--- src/hdl/positional_list_store_defines.svh ---
// Assertion macros shared by the positional list store RTL.
// No dependencies; included by the top level only.
`ifndef POSITIONAL_LIST_STORE_DEFINES_SVH
`define POSITIONAL_LIST_STORE_DEFINES_SVH

// Same-cycle implication, disabled while reset is held.
`define PLS_ASSERT_IMPL(label, clk, rst_n, ante, cons, msg) \
  label: assert property (@(posedge clk) disable iff (!rst_n) (ante) |-> (cons)) \
    else $error(msg);

// Next-cycle implication, disabled while reset is held.
`define PLS_ASSERT_NEXT(label, clk, rst_n, ante, cons, msg) \
  label: assert property (@(posedge clk) disable iff (!rst_n) (ante) |=> (cons)) \
    else $error(msg);

`endif

--- src/hdl/pls_pkg.sv ---
// Shared types, operation and status codes for the positional list store.
// No dependencies; imported by every module of the block.
package pls_pkg;

  localparam int DATA_W    = 32;
  localparam int OP_W      = 3;
  localparam int POS_W     = 8;
  localparam int ST_W      = 2;
  localparam int CNT_OUT_W = 8;
  localparam int FAN       = 4;

  localparam logic [OP_W-1:0] OP_INS_AT   = 3'd0;
  localparam logic [OP_W-1:0] OP_APPEND   = 3'd1;
  localparam logic [OP_W-1:0] OP_PREPEND  = 3'd2;
  localparam logic [OP_W-1:0] OP_WRITE    = 3'd3;
  localparam logic [OP_W-1:0] OP_REM_AT   = 3'd4;
  localparam logic [OP_W-1:0] OP_REM_END  = 3'd5;
  localparam logic [OP_W-1:0] OP_REM_FRNT = 3'd6;
  localparam logic [OP_W-1:0] OP_COUNT    = 3'd7;

  localparam logic [ST_W-1:0] ST_OK    = 2'd0;
  localparam logic [ST_W-1:0] ST_RANGE = 2'd1;
  localparam logic [ST_W-1:0] ST_EMPTY = 2'd2;
  localparam logic [ST_W-1:0] ST_FULL  = 2'd3;

  // Broadcast command seen by every cell.
  typedef struct packed {
    logic ins;
    logic wr;
    logic rem;
  } pls_cmd_t;

  // Levels of a FAN-ary tree needed to cover n leaves.
  function automatic int pls_levels(input int n);
    int lv;
    int span;
    lv   = 0;
    span = 1;
    for (int k = 0; k < 16; k++) begin
      if (span < n) begin
        span = span * FAN;
        lv   = lv + 1;
      end
    end
    return lv;
  endfunction

endpackage

--- src/hdl/pls_cell.sv ---
// One list slot: holds a word and shifts with its neighbors on insert/remove.
// Depends on pls_pkg.
module pls_cell import pls_pkg::*; #(
  parameter int IW  = 7,
  parameter int IDX = 0
) (
  input  logic              clk,
  input  pls_cmd_t          cmd,
  input  logic [IW-1:0]     pos,
  input  logic [DATA_W-1:0] value_in,
  input  logic [DATA_W-1:0] left_val,
  input  logic [DATA_W-1:0] right_val,
  output logic [DATA_W-1:0] val,
  output logic [DATA_W-1:0] tap
);

  logic [DATA_W-1:0] val_r, val_nxt;
  logic [DATA_W-1:0] tap_r, tap_nxt;
  logic              hit, after;

  assign hit   = (pos == IW'(IDX));
  assign after = (pos < IW'(IDX));

  always_comb begin
    val_nxt = val_r;
    if (cmd.ins) begin
      if (after) begin
        val_nxt = left_val;
      end else if (hit) begin
        val_nxt = value_in;
      end
    end else if (cmd.wr && hit) begin
      val_nxt = value_in;
    end else if (cmd.rem && (after || hit)) begin
      val_nxt = right_val;
    end
    tap_nxt = (cmd.rem && hit) ? val_r : '0;
  end

  always_ff @(posedge clk) begin
    val_r <= val_nxt;
    tap_r <= tap_nxt;
  end

  assign val = val_r;
  assign tap = tap_r;

endmodule

--- config.mk ---
export PLATFORM = sky130hd
export DESIGN_NAME = pls_cell
export DESIGN_NICKNAME = d
export VERILOG_FILES = /design/src/hdl/positional_list_store_defines.svh /design/src/hdl/pls_pkg.sv /design/src/hdl/pls_cell.sv
export SDC_FILE = /design/constraint.sdc
export NUM_CORES = 1
export LEC_CHECK = 0
export BUFFER_PORTS_ARGS = -buffer_cell sky130_fd_sc_hd__buf_4
export CAP_MARGIN = 15
export CORE_AREA = 4 4 87 89
export DETAILED_ROUTE_END_ITERATION = 8
export DIE_AREA = 0 0 91 93
export PLACE_DENSITY = 0.77
export SLEW_MARGIN = 25
export SYNTH_ARGS = -nofsm -noshare
export SYNTH_HDL_FRONTEND = slang
export SYNTH_SLANG_ARGS = --single-unit
--- constraint.sdc ---
create_clock -name clk -period 1.87 [get_ports clk]
set_input_delay 0.2805 -clock clk [delete_from_list [all_inputs] [get_ports clk]]
set_output_delay 0.2805 -clock clk [all_outputs]
set_load 0.02 [all_outputs]
==> impl_metrics.toml <==
[run_status]
status = "finished, final reports clean"

[final_layout]
antenna_cells = 0
nets = 395
area_growth_pct = 59.3
drive_gt1_share_pct = 65.9
fillers = 565

[placed_design]
io_buffers = 138
gp_congestion = 0.713

[synth]
synth_area_leaders = "edfxtp_1 (40%), dfxtp_1 (27%), mux2_4 (19%)"
synth_top_area_cell = "edfxtp_1"
ys_ff_latch = 64
yosysTopAreaCellShare_pct = 40.5
yosysWarningCount = 0
synth_compound_area_share_pct = 0.948
synth_xor_area_share_pct = 0
ys_seq_area_share_pct = 67.4
yosysUniqueCellTypes = 12
syn-num-nets = 246
syn_area_um2 = 2370
synthAdderAreaFrac_pct = 0
synthSimpleGateAreaFrac_pct = 9.80
syn_inst = 139
avgSynthCellArea_um2 = 17.1
synth_top_family_by_area = "multiplexers"
synthMuxAreaShare_pct = 19.9

[clock_tree]
cts_resized = 0
post-cts-setup-buffers = 0
cts_sinks = 64
clk_path_buf_depth = 2
cts_tree = "yes"
cts_made_buffers = 9
hold_buffers = 0
cts_htree_levels = 3
clk_pin_slew_ps = 70
clock_latency_ps = 320
clockRootBuffer = "clkbuf_8"

[die]
start_util_pct = 35.1
die_w_um = 91
fp.coreArea_um2 = 6760
row_count = 30
die_y_um = 93
die_area_um2 = 8460
io_pins = 171

[power]
p_total_mw = 3.07
power.leakage_nw = 1.75
powerDensity_nw_per_um2 = 810
peakVddDrop_uv = 437

[worst_setup_path]
reg2reg_depth = 1
worst-setup-path-type = "in2reg"
cp.depth = 5
cp-end-kind = "flop"
crit_fanout = 17
arrival_ps = 1450
cp_data_required_time_ps = 1940
crit_path_top_delay_cell = "nor4_4"
critPathLaunchType = "input pin"
critPathTopFamily = "simple AND/OR/NAND/NOR gates"
worstPathCellList = "buf_4 -> nor4_4 -> a31oi_4 -> buf_12 -> mux2_4"
critPathMaxStageDelay_ps = 370
path_buf_inv = 2

[route]
postRouteAntennaNets = 0
wl_per_cell_um = 14.7
num_vias = 1610
drc_errors = 0
first_pass_iters = 4
vias_per_cell = 4.32
drt_wl_total_mm = 5.49
drtIter0Drc = 16

[sta]
rsz0062_at_grt = "false"
final-setup-viol-count = 0
finalHoldViolCount = 0
tns_ps = 0
slew_violations = 0
worst_pin_slew_ps = 327
min_period_ps = 1380
max_slew_margin_pct = 78.0
fin_skew_ps = 6.10
whs_ps = 254
fmax_ghz = 0.722
period_share_pct = 74.1

[min_path]
hold-path-cell-count = 2
min_path_type = "in2reg"

[global_routing]
globalRouteOverflowTotal = 0
antenna_found_initial = 0
first_global_vias = 1784
grtUsageTotal_pct = 13.2
grt_max_degree = 33
grt_pass1_wl_mm = 8.67

[job]
maxCapViolCount = 0
-- power by group --
part	switching [mW]	leakage [nW]	internal, mW	total [mW]
clock	0.488	0.114	0.823	1.31
combinational	0.0751	1.09	0.195	0.270
sequential	0.00221	0.545	1.48	1.48
total	0.565	1.75	2.50	3.07
-- layer usage --
layer  GRT usage, %  wire (um)
met1           12.8       1800
met4           7.16        126
met3           3.70        355
met5              0          0
met2           25.3       3210
-- layout make-up --
type / count / area, um^2 / share of cell area, %
clock buffer: 13 / 159 / 4.20
clock inverter: 3 / 65.1 / 1.72
multi-input combinational: 69 / 738 / 19.5
sequential: 64 / 1600 / 42.3
tap: 80 / 100 / 2.65
timing repair buffer: 144 / 1120 / 29.6
-- kinds of logic after synthesis --
kind of cell,Yosys count
flip-flops,64
AND/OR/NAND/NOR,35
multiplexers,32
buffers and inverters,6
AO/OA/AOI/OAI,2
-- flip-flops by register name, summed over array words and instances, names as in the netlist --
register  cells
tap          32
val          32
-- synthesized netlist by cell type --
library cell  instances
and3_1                1
dfxtp_1              32
mux2_2                2
edfxtp_1             32
o311a_1               1
mux2_4               30
buf_6                 3
and2_1               32
nor4_4                1
clkbuf_1              3
a31oi_2               1
nor3_1                1
-- cell usage in the layout, fill, tap and decap left out --
cell / count
a31oi_4: 1
and2_1: 32
and3_1: 1
buf_12: 3
buf_4: 141
bufinv_16: 2
clkbuf_1: 2
clkbuf_8: 11
clkinv_2: 1
dfxtp_1: 32
edfxtp_1: 32
mux2_2: 2
mux2_4: 30
nor3_1: 1
nor4_4: 1
o311a_2: 1
-- path summary, 6_finish.rpt --
path	from	to	slack (ps)
setup reg to reg	val[5]$_DFFE_PP_	tap[5]$_SDFF_PN0_	1210
hold reg to reg	val[3]$_DFFE_PP_	tap[3]$_SDFF_PN0_	480
setup / recovery	pos[1]	val[22]$_DFFE_PP_	490
hold / removal	right_val[21]	val[21]$_DFFE_PP_	250
-- through the flow --
stage,utilization (%),cells,worst slack (ps),area [um^2]
final,56.0,373,485,3780
after global routing,56.0,373,468,3780
after CTS,56.0,373,492,3780
after detailed placement,52.7,357,138,3560
after global placement,52.7,357,172,3560
after floorplan,-,139,312,2380
(Power assumes the default switching activity.)
